===== config.mk =====
export PLATFORM = sky130hd
export DESIGN_NAME = motor_speed_pid_step_unit
export DESIGN_NICKNAME = d
export VERILOG_FILES = /design/src/sv/msps_pkg.sv /design/src/sv/motor_speed_pid_step_unit.sv
export SDC_FILE = /design/constraint.sdc
export NUM_CORES = 2
export LEC_CHECK = 0
export BUFFER_PORTS_ARGS = -buffer_cell sky130_fd_sc_hd__clkbuf_2
export CORE_MARGIN = 5
export CORE_UTILIZATION = 51
export DETAILED_ROUTE_END_ITERATION = 10
export PLACE_DENSITY = 0.7
export SLEW_MARGIN = 20
export SYNTH_ARGS = -nofsm -noshare
export SYNTH_HDL_FRONTEND = slang
export SYNTH_SLANG_ARGS = --single-unit

===== constraint.sdc =====
create_clock -name clk_i -period 12.9 [get_ports clk_i]
set_clock_uncertainty 0.1 [all_clocks]
set_input_delay 1.935 -clock clk_i [delete_from_list [all_inputs] [get_ports clk_i]]
set_output_delay 1.935 -clock clk_i [all_outputs]
set_load 0.03 [all_outputs]

===== src/sv/msps_pkg.sv =====
package msps_pkg;

  // field widths
  localparam int RPM_W   = 13;
  localparam int GAIN_W  = 8;
  localparam int DUTY_W  = 8;
  localparam int ERR_W   = 9;
  localparam int INTEG_W = 32;
  localparam int CFG_IDX_W = 3;

  // duty domain constants
  localparam int DUTY_SCALE    = 255;
  localparam int OVERSPEED_RPM = 5000;
  localparam int DUTY_MAX      = 200;
  localparam int START_DUTY    = 31;

  // x / 100 as (x * M) >> K, exact for x below 2**32
  localparam int          DIV100_K = 38;
  localparam logic [31:0] DIV100_M = 32'd2748779070;
  // same for short operands, exact for x below 2**15
  localparam int          DIV100S_K = 22;
  localparam logic [15:0] DIV100S_M = 16'd41944;

  typedef enum logic [CFG_IDX_W-1:0] {
    CFG_GAIN_PROP  = 3'd0,
    CFG_GAIN_INTEG = 3'd1,
    CFG_GAIN_DERIV = 3'd2,
    CFG_USE_PROP   = 3'd3,
    CFG_USE_INTEG  = 3'd4,
    CFG_USE_DERIV  = 3'd5
  } cfg_idx_e;

  typedef enum logic [1:0] {
    KIND_START,
    KIND_IDLE,
    KIND_DRIVE
  } kind_e;

  typedef struct packed {
    logic [RPM_W-1:0] measured_rpm;
    logic [RPM_W-1:0] target_rpm;
  } in_t;

  typedef struct packed {
    logic              drive_valid;
    logic [DUTY_W-1:0] duty;
    logic              start_tick;
  } out_t;

endpackage


===== src/sv/motor_speed_pid_step_unit.sv =====
// channel   direction  handshake                   payload
// ---------------------------------------------------------------------------
// input     in         in_valid_i / in_stall_o     in_data_i  (msps_pkg::in_t)
// output    out        out_valid_o / out_stall_i   out_data_o (msps_pkg::out_t)
// config    in         cfg_we_i                    cfg_idx_i, cfg_data_i
//
// one transaction per cycle sustained while the output is not stalled; each input
// transaction lands in stage 1 and moves stage by stage to stage 9, the output register
// the integral accumulator is a single saturating add, made on drive ticks, in stage 2
// reset clears all stage valid bits, the controller state and the gain registers
// a stalled output holds in the output register; empty stages keep filling, and
// in_stall_o rises only once every stage holds a transaction

module motor_speed_pid_step_unit #(
  parameter int FULL_SCALE_RPM = 6000
) (
  input  logic                                 clk_i,
  input  logic                                 rst_ni,
  input  logic                                 in_valid_i,
  output logic                                 in_stall_o,
  input  msps_pkg::in_t                        in_data_i,
  output logic                                 out_valid_o,
  input  logic                                 out_stall_i,
  output msps_pkg::out_t                       out_data_o,
  input  logic                                 cfg_we_i,
  input  logic [msps_pkg::CFG_IDX_W-1:0]       cfg_idx_i,
  input  logic [msps_pkg::GAIN_W-1:0]          cfg_data_i
);

  // rpm * 255 stays below 2**21; rpm * 255 / FULL_SCALE_RPM as multiply and shift
  localparam int SCL_N  = 21;
  localparam int SCL_K  = SCL_N + $clog2(FULL_SCALE_RPM);
  localparam int SCL_MW = SCL_N + 2;
  localparam logic [63:0] SCL_M64 =
    ((64'd1 << SCL_K) + 64'(FULL_SCALE_RPM) - 64'd1) / 64'(FULL_SCALE_RPM);
  localparam logic [SCL_MW-1:0] SCL_M = SCL_M64[SCL_MW-1:0];
  localparam int SCL_PW = SCL_N + SCL_MW;

  localparam int NSTG = 9;

  localparam int RW = msps_pkg::RPM_W;
  localparam int EW = msps_pkg::ERR_W;
  localparam int IW = msps_pkg::INTEG_W;
  localparam int GW = msps_pkg::GAIN_W;
  localparam int DW = msps_pkg::DUTY_W;

  // configuration registers
  logic [GW-1:0] gain_prop_q, gain_integ_q, gain_deriv_q;
  logic          use_prop_q, use_integ_q, use_deriv_q;

  always_ff @(posedge clk_i or negedge rst_ni) begin
    if (!rst_ni) begin
      gain_prop_q  <= '0;
      gain_integ_q <= '0;
      gain_deriv_q <= '0;
      use_prop_q   <= 1'b0;
      use_integ_q  <= 1'b0;
      use_deriv_q  <= 1'b0;
    end else if (cfg_we_i) begin
      case (cfg_idx_i)
        msps_pkg::CFG_GAIN_PROP:  gain_prop_q  <= cfg_data_i;
        msps_pkg::CFG_GAIN_INTEG: gain_integ_q <= cfg_data_i;
        msps_pkg::CFG_GAIN_DERIV: gain_deriv_q <= cfg_data_i;
        msps_pkg::CFG_USE_PROP:   use_prop_q   <= cfg_data_i[0];
        msps_pkg::CFG_USE_INTEG:  use_integ_q  <= cfg_data_i[0];
        msps_pkg::CFG_USE_DERIV:  use_deriv_q  <= cfg_data_i[0];
        default: ;
      endcase
    end
  end

  // pipeline flow control: a stage loads when it is empty or its successor loads
  logic [NSTG-1:0] vld_q, vld_d, en;

  always_comb begin
    en[NSTG-1] = !vld_q[NSTG-1] || !out_stall_i;
    for (int i = NSTG - 2; i >= 0; i--) begin
      en[i] = !vld_q[i] || en[i+1];
    end
    vld_d[0] = en[0] ? in_valid_i : vld_q[0];
    for (int i = 1; i < NSTG; i++) begin
      vld_d[i] = en[i] ? vld_q[i-1] : vld_q[i];
    end
  end

  always_ff @(posedge clk_i or negedge rst_ni) begin
    if (!rst_ni) begin
      vld_q <= '0;
    end else begin
      vld_q <= vld_d;
    end
  end

  logic in_acc;
  assign in_acc     = in_valid_i && en[0];
  assign in_stall_o = !en[0];

  // start flag and setpoint tracking, updated in transaction order at the input
  logic          started_q;
  logic [RW-1:0] last_tgt_q;
  logic          tgt_chg;

  assign tgt_chg = (in_data_i.target_rpm != last_tgt_q);

  always_ff @(posedge clk_i or negedge rst_ni) begin
    if (!rst_ni) begin
      started_q  <= 1'b0;
      last_tgt_q <= '0;
    end else if (in_acc) begin
      started_q  <= 1'b1;
      last_tgt_q <= in_data_i.target_rpm;
    end
  end

  // ---------------- stage 1: input register, scale to duty domain ----------
  logic [RW-1:0] s1_meas_q, s1_tgt_q;
  logic          s1_clr_q, s1_start_q;

  always_ff @(posedge clk_i) begin
    if (en[0]) begin
      s1_meas_q  <= in_data_i.measured_rpm;
      s1_tgt_q   <= in_data_i.target_rpm;
      s1_clr_q   <= tgt_chg;
      s1_start_q <= !started_q;
    end
  end

  logic [SCL_N-1:0]  m255, t255;
  logic [SCL_PW-1:0] m_prod, t_prod;
  logic [RW-1:0]     m_quo, t_quo;
  logic [7:0]        m_sc, t_sc;
  logic signed [EW-1:0] s1_err;
  msps_pkg::kind_e   s1_kind;

  always_comb begin
    m255   = {s1_meas_q, 8'b0} - {8'b0, s1_meas_q};
    t255   = {s1_tgt_q, 8'b0} - {8'b0, s1_tgt_q};
    m_prod = SCL_PW'(m255) * SCL_PW'(SCL_M);
    t_prod = SCL_PW'(t255) * SCL_PW'(SCL_M);
    m_quo  = RW'(m_prod >> SCL_K);
    t_quo  = RW'(t_prod >> SCL_K);
    // saturate only matters for out-of-range speeds
    m_sc   = (m_quo > RW'(msps_pkg::DUTY_SCALE)) ? 8'(msps_pkg::DUTY_SCALE) : m_quo[7:0];
    t_sc   = (t_quo > RW'(msps_pkg::DUTY_SCALE)) ? 8'(msps_pkg::DUTY_SCALE) : t_quo[7:0];
    s1_err = $signed({1'b0, t_sc}) - $signed({1'b0, m_sc});
    if (s1_start_q) begin
      s1_kind = msps_pkg::KIND_START;
    end else if (s1_meas_q >= RW'(msps_pkg::OVERSPEED_RPM)) begin
      s1_kind = msps_pkg::KIND_IDLE;
    end else begin
      s1_kind = msps_pkg::KIND_DRIVE;
    end
  end

  // ---------------- stage 2: integral and previous error -------------------
  msps_pkg::kind_e      s2_kind_q;
  logic                 s2_clr_q;
  logic signed [EW-1:0] s2_err_q;

  always_ff @(posedge clk_i) begin
    if (en[1]) begin
      s2_kind_q <= s1_kind;
      s2_clr_q  <= s1_clr_q;
      s2_err_q  <= s1_err;
    end
  end

  logic signed [IW-1:0] integ_q, integ_d;
  logic signed [EW-1:0] prev_q, prev_d;
  logic signed [IW-1:0] base;
  logic signed [IW:0]   acc;
  logic signed [IW-1:0] acc_sat;
  logic signed [10:0]   s2_diff;

  always_comb begin
    base = s2_clr_q ? '0 : integ_q;
    acc  = (IW+1)'(base) + (IW+1)'(s2_err_q);
    if (acc[IW] != acc[IW-1]) begin
      acc_sat = acc[IW] ? {1'b1, {(IW-1){1'b0}}} : {1'b0, {(IW-1){1'b1}}};
    end else begin
      acc_sat = acc[IW-1:0];
    end
    s2_diff = 11'(s2_err_q) - 11'(prev_q);
    if (s2_kind_q == msps_pkg::KIND_DRIVE) begin
      integ_d = acc_sat;
      prev_d  = s2_err_q;
    end else begin
      // setpoint change still clears the integral on start and overspeed ticks
      integ_d = base;
      prev_d  = prev_q;
    end
  end

  always_ff @(posedge clk_i or negedge rst_ni) begin
    if (!rst_ni) begin
      integ_q <= '0;
      prev_q  <= '0;
    end else if (vld_q[1] && en[2]) begin
      integ_q <= integ_d;
      prev_q  <= prev_d;
    end
  end

  // ---------------- stage 3: proportional and derivative products ----------
  msps_pkg::kind_e      s3_kind_q;
  logic signed [EW-1:0] s3_err_q;
  logic signed [10:0]   s3_diff_q;
  logic signed [IW-1:0] s3_isum_q;

  always_ff @(posedge clk_i) begin
    if (en[2]) begin
      s3_kind_q <= s2_kind_q;
      s3_err_q  <= s2_err_q;
      s3_diff_q <= s2_diff;
      s3_isum_q <= acc_sat;
    end
  end

  logic [GW-1:0]        gp_eff, gd_eff;
  logic signed [17:0]   s3_pterm;
  logic signed [18:0]   s3_dprod;
  logic [IW-1:0]        s3_mag;

  always_comb begin
    gp_eff   = use_prop_q  ? gain_prop_q  : '0;
    gd_eff   = use_deriv_q ? gain_deriv_q : '0;
    s3_pterm = 18'($signed({1'b0, gp_eff})) * 18'(s3_err_q);
    s3_dprod = 19'($signed({1'b0, gd_eff})) * 19'(s3_diff_q);
    // magnitude of the most negative sum reads correctly as unsigned
    s3_mag   = s3_isum_q[IW-1] ? IW'(-s3_isum_q) : IW'(s3_isum_q);
  end

  // ---------------- stage 4: integral magnitude / 100, derivative * 100 ----
  msps_pkg::kind_e    s4_kind_q;
  logic signed [17:0] s4_pterm_q;
  logic signed [18:0] s4_dprod_q;
  logic [IW-1:0]      s4_mag_q;
  logic               s4_neg_q;

  always_ff @(posedge clk_i) begin
    if (en[3]) begin
      s4_kind_q  <= s3_kind_q;
      s4_pterm_q <= s3_pterm;
      s4_dprod_q <= s3_dprod;
      s4_mag_q   <= s3_mag;
      s4_neg_q   <= s3_isum_q[IW-1];
    end
  end

  logic [63:0]        s4_qprod;
  logic [25:0]        s4_quo;
  logic signed [25:0] s4_dx, s4_dterm;

  always_comb begin
    s4_qprod = 64'(s4_mag_q) * 64'(msps_pkg::DIV100_M);
    s4_quo   = 26'(s4_qprod >> msps_pkg::DIV100_K);
    s4_dx    = 26'(s4_dprod_q);
    s4_dterm = (s4_dx <<< 6) + (s4_dx <<< 5) + (s4_dx <<< 2);
  end

  // ---------------- stage 5: remainder of the integral division ------------
  msps_pkg::kind_e    s5_kind_q;
  logic signed [17:0] s5_pterm_q;
  logic signed [25:0] s5_dterm_q;
  logic [IW-1:0]      s5_mag_q;
  logic               s5_neg_q;
  logic [25:0]        s5_quo_q;

  always_ff @(posedge clk_i) begin
    if (en[4]) begin
      s5_kind_q  <= s4_kind_q;
      s5_pterm_q <= s4_pterm_q;
      s5_dterm_q <= s4_dterm;
      s5_mag_q   <= s4_mag_q;
      s5_neg_q   <= s4_neg_q;
      s5_quo_q   <= s4_quo;
    end
  end

  logic [IW-1:0] s5_q100;
  logic [6:0]    s5_rem;

  always_comb begin
    s5_q100 = IW'({s5_quo_q, 6'b0}) + IW'({s5_quo_q, 5'b0}) + IW'({s5_quo_q, 2'b0});
    s5_rem  = 7'(s5_mag_q - s5_q100);
  end

  // ---------------- stage 6: integral gain products ------------------------
  // gain * |sum| / 100 = gain * quo + (gain * rem) / 100
  msps_pkg::kind_e    s6_kind_q;
  logic signed [17:0] s6_pterm_q;
  logic signed [25:0] s6_dterm_q;
  logic               s6_neg_q;
  logic [25:0]        s6_quo_q;
  logic [6:0]         s6_rem_q;

  always_ff @(posedge clk_i) begin
    if (en[5]) begin
      s6_kind_q  <= s5_kind_q;
      s6_pterm_q <= s5_pterm_q;
      s6_dterm_q <= s5_dterm_q;
      s6_neg_q   <= s5_neg_q;
      s6_quo_q   <= s5_quo_q;
      s6_rem_q   <= s5_rem;
    end
  end

  logic [GW-1:0] gi_eff;
  logic [33:0]   s6_gq;
  logic [14:0]   s6_gr;

  always_comb begin
    gi_eff = use_integ_q ? gain_integ_q : '0;
    s6_gq  = 34'(gi_eff) * 34'(s6_quo_q);
    s6_gr  = 15'(gi_eff) * 15'(s6_rem_q);
  end

  // ---------------- stage 7: finish integral term, sum p and d -------------
  msps_pkg::kind_e    s7_kind_q;
  logic signed [17:0] s7_pterm_q;
  logic signed [25:0] s7_dterm_q;
  logic               s7_neg_q;
  logic [33:0]        s7_gq_q;
  logic [14:0]        s7_gr_q;

  always_ff @(posedge clk_i) begin
    if (en[6]) begin
      s7_kind_q  <= s6_kind_q;
      s7_pterm_q <= s6_pterm_q;
      s7_dterm_q <= s6_dterm_q;
      s7_neg_q   <= s6_neg_q;
      s7_gq_q    <= s6_gq;
      s7_gr_q    <= s6_gr;
    end
  end

  logic [31:0]        s7_grprod;
  logic [7:0]         s7_grq;
  logic [33:0]        s7_imag;
  logic signed [26:0] s7_pd;

  always_comb begin
    s7_grprod = 32'(s7_gr_q) * 32'(msps_pkg::DIV100S_M);
    s7_grq    = 8'(s7_grprod >> msps_pkg::DIV100S_K);
    s7_imag   = s7_gq_q + 34'(s7_grq);
    s7_pd     = 27'(s7_pterm_q) + 27'(s7_dterm_q);
  end

  // ---------------- stage 8: total drive and clamp -------------------------
  msps_pkg::kind_e    s8_kind_q;
  logic signed [26:0] s8_pd_q;
  logic               s8_neg_q;
  logic [33:0]        s8_imag_q;

  always_ff @(posedge clk_i) begin
    if (en[7]) begin
      s8_kind_q <= s7_kind_q;
      s8_pd_q   <= s7_pd;
      s8_neg_q  <= s7_neg_q;
      s8_imag_q <= s7_imag;
    end
  end

  logic signed [35:0] s8_iterm, s8_drive;
  logic [DW-1:0]      s8_duty;
  msps_pkg::out_t     s8_res;

  always_comb begin
    s8_iterm = $signed({2'b0, s8_imag_q});
    if (s8_neg_q) begin
      s8_iterm = -s8_iterm;
    end
    s8_drive = 36'(s8_pd_q) + s8_iterm;
    if (s8_drive < 0) begin
      s8_duty = '0;
    end else if (s8_drive > 36'(msps_pkg::DUTY_MAX)) begin
      s8_duty = DW'(msps_pkg::DUTY_MAX);
    end else begin
      s8_duty = s8_drive[DW-1:0];
    end
    case (s8_kind_q)
      msps_pkg::KIND_START: begin
        s8_res.drive_valid = 1'b1;
        s8_res.duty        = DW'(msps_pkg::START_DUTY);
        s8_res.start_tick  = 1'b1;
      end
      msps_pkg::KIND_DRIVE: begin
        s8_res.drive_valid = 1'b1;
        s8_res.duty        = s8_duty;
        s8_res.start_tick  = 1'b0;
      end
      default: begin
        // overspeed tick, no new drive
        s8_res.drive_valid = 1'b0;
        s8_res.duty        = '0;
        s8_res.start_tick  = 1'b0;
      end
    endcase
  end

  // ---------------- stage 9: output register -------------------------------
  msps_pkg::out_t out_q;

  always_ff @(posedge clk_i) begin
    if (en[8]) begin
      out_q <= s8_res;
    end
  end

  assign out_valid_o = vld_q[NSTG-1];
  assign out_data_o  = out_q;

endmodule


==> impl_metrics.tcl <==
set metrics [dict create \
    status "completed" \
    routabilityCongestion 0.9580 \
    drtIter0Drc 2613 \
    pin_count 54 \
    worstMarginPinSlew_ns 1.072 \
    critical_path_class "register to register" \
    synthTopCellsByArea "fa_1 (28%), edfxtp_1 (20%), ha_1 (20%), inv_1 (7.8%), xnor2_1 (3.2%)" \
    ys_seq_area_share_pct 23.24 \
    crit_start "s1_tgt_q[0]$_DFFE_PN_" \
    ys_ff_latch 580 \
    overflow 0 \
    port_buffers 53 \
    hp-class "register to register" \
    hpwl_mm 134.1 \
    nFillCells 12170 \
    synthArstFlopShare_pct 15.69 \
    root_buffer "clkbuf_16" \
    grt_pass1_wl_mm 266.5 \
    rrSetupSlack_ns 2.16 \
    r2r-start "s1_tgt_q[0]$_DFFE_PN_" \
    worstSetupEndpointType "register" \
    clkTransAtPathRegs_ns 0.07 \
    slew_headroom_pct 28.52 \
    syn_nets 9027 \
    rsz0062_at_grt "false" \
    initial_core_util_pct 51.42 \
    r2r_cells 42 \
    htreeDepth 2 \
    drive_gt1_share_pct 4.030 \
    reg2reg_to "s2_err_q[8]$_DFFE_PP_" \
    crit_end "s2_err_q[8]$_DFFE_PP_" \
    cts.sinks 580 \
    netlist_instances 6802 \
    ctsResizeCount 0 \
    fmax_mhz 93.10 \
    crit_fanout 11 \
    cts.path.max_buffers 3 \
    final_common_cell "inv_1" \
    slew_viol_final 0 \
    fin_setup_tns_ns 0 \
    max_cap_viol_count 0 \
    required_ns 13.29 \
    via_per_inst 5.369 \
    post-route-min-period_ns 10.74 \
    syn_to_final_growth_pct 6.477 \
    syn_avg_cell_area_um2 10.73 \
    cts_tree "built" \
    synth_top_area_share_pct 28.39 \
    die_w_um 388.3 \
    drcViolationCount 0 \
    synth_edf_count 489 \
    hold_buffers 0 \
    synth_warnings 0 \
    grt_max_degree 117 \
    crit_slowest_cell "xor2_1" \
    place_area_um2 75520 \
    fin_area_um2 77710 \
    die_h_um 388.3 \
    worstPathArrival_ns 11.13 \
    route.vias.total 47190 \
    cts_made_buffers 60 \
    track_usage_pct 21.71 \
    core_area_um2 141900 \
    grt_pass1_vias 50620 \
    syn-cell-area_um2 72980 \
    grt_antenna_before_repair 7 \
    synth_top_area_cell "fa_1" \
    max_stage_delay_ns 0.73 \
    avgRoutedWirePerCell_um 18.17 \
    final_nets 9071 \
    dr.pass1.iters 5 \
    timing.final.hold_violations 0 \
    die_area_um2 150800 \
    routed_wl_mm 159.7 \
    setup_viol 0 \
    synth.distinct_cells 85 \
    mostFrequentLayoutCells "inv_1 (1505), ha_1 (1148), fa_1 (1035)" \
    row_count 138 \
    synth-main-ff-cell "edfxtp_1" \
    cts_setup_buffers 0 \
    critPathLaunchType "register" \
    ant_nets 0 \
    clk_latency_ns 0.68 \
    min_period_over_period_pct 83.26 \
]
==> final cells by class <==
type	count	area, µm²	area share [%]
Tap cell	1890	2365	3.043
Clock buffer	65	1541	1.984
Timing Repair Buffer	89	538.0	0.6923
Clock inverter	49	648.1	0.8340
Multi-Input combinational cell	4607	49990	64.33
Sequential cell	580	16960	21.83
Antenna cell	1	2.502	0.003220
Inverter	1508	5660	7.284
==> worst min-delay path by stage <==
stage | to | cells past startpoint | slack, ns | start
CTS | s7_pterm_q[3]$_DFFE_PP_ | 0 | 0.25 | s6_pterm_q[3]$_DFFE_PP_
global placement | s6_quo_q[8]$_DFFE_PP_ | 0 | 0.30 | s5_quo_q[8]$_DFFE_PP_
detailed placement | s5_pterm_q[8]$_DFFE_PP_ | 0 | 0.30 | s4_pterm_q[8]$_DFFE_PP_
floorplan | s2_clr_q$_DFFE_PP_ | 0 | 0.30 | s1_clr_q$_DFFE_PN_
finish | s7_pterm_q[3]$_DFFE_PP_ | 0 | 0.26 | s6_pterm_q[3]$_DFFE_PP_
global route | s7_pterm_q[6]$_DFFE_PP_ | 0 | 0.28 | s6_pterm_q[6]$_DFFE_PP_
==> flip-flops by register name, indices dropped and copies added (netlist names), 24 cells and up <==
register and flops:
s6_dterm_q 24, s8_imag_q 34, s7_dterm_q 24, integ_q 32, s6_quo_q 26, s5_quo_q 26
s4_mag_q 32, s5_dterm_q 24, s7_gq_q 34, s3_isum_q 32, s8_pd_q 27
==> cell families (layout without fill, tap and decap cells) <==
group                    after synthesis  in the layout  share of synthesized area (%)
adder cells (fa/ha/maj)             2183           2183                          48.07
buffers and inverters               1615           1711                          8.316
AND/OR/NAND/NOR                     1222           1222                          8.376
AO/OA/AOI/OAI                        782            782                          6.787
flip-flops                           580            580                          23.24
XOR/XNOR                             369            369                          4.438
multiplexers                          51             51                         0.7715
other                                  0              1                              0
==> per-layer routing <==
| metal | up-vias | share of wire (%) | GRT usage [%] | wire, µm |
|---|---|---|---|---|
| li1 | 22340 | - | - | - |
| met1 | 23440 | 44 | 29.70 | 70220 |
| met2 | 1139 | 48 | 36.65 | 76760 |
| met3 | 274 | 4.8 | 2.747 | 7730 |
| met4 | 2 | 3.1 | 6.071 | 5016 |
| met5 | - | 0.010 | 0 | 16 |
==> worst max-delay path, delay by kind of cell, from the launching register on <==
kind | cells | cell delay [ns]
buffers and inverters | 6 | 0.46
and+or+nand+nor | 6 | 1.05
DFF | 1 | 0.68
AOI/OAI and AO/OA | 18 | 3.29
xor gates and xnor gates | 2 | 0.93
adders and majority gates | 10 | 4.11
==> synth_stat cells, types with 72 or more instances <==
cell type / number
ha_1: 1148
xor2_1: 100
inv_1: 1508
nand2_1: 402
nor2b_1: 72
dfrtp_1: 91
o21ai_0: 165
fa_1: 1035
and3_1: 206
nor2_1: 190
a21oi_1: 242
a21o_1: 112
edfxtp_1: 489
clkbuf_1: 96
xnor2_1: 268
==> stage by stage <==
step,std cells,setup WS [ns],utilization (%),hold slack (ns)
finish,8789,2.159,54.75,0.2588
global route,8788,1.496,54.75,0.2810
CTS,8788,2.223,54.75,0.2503
detailed placement,8674,2.239,53.21,0.3045
global placement,8674,2.336,53.21,0.3012
floorplan,6802,3.651,-,0.3003
Power is not shown: default switching activity piles up to over one toggle a cycle in this logic, so the estimate is an artifact.
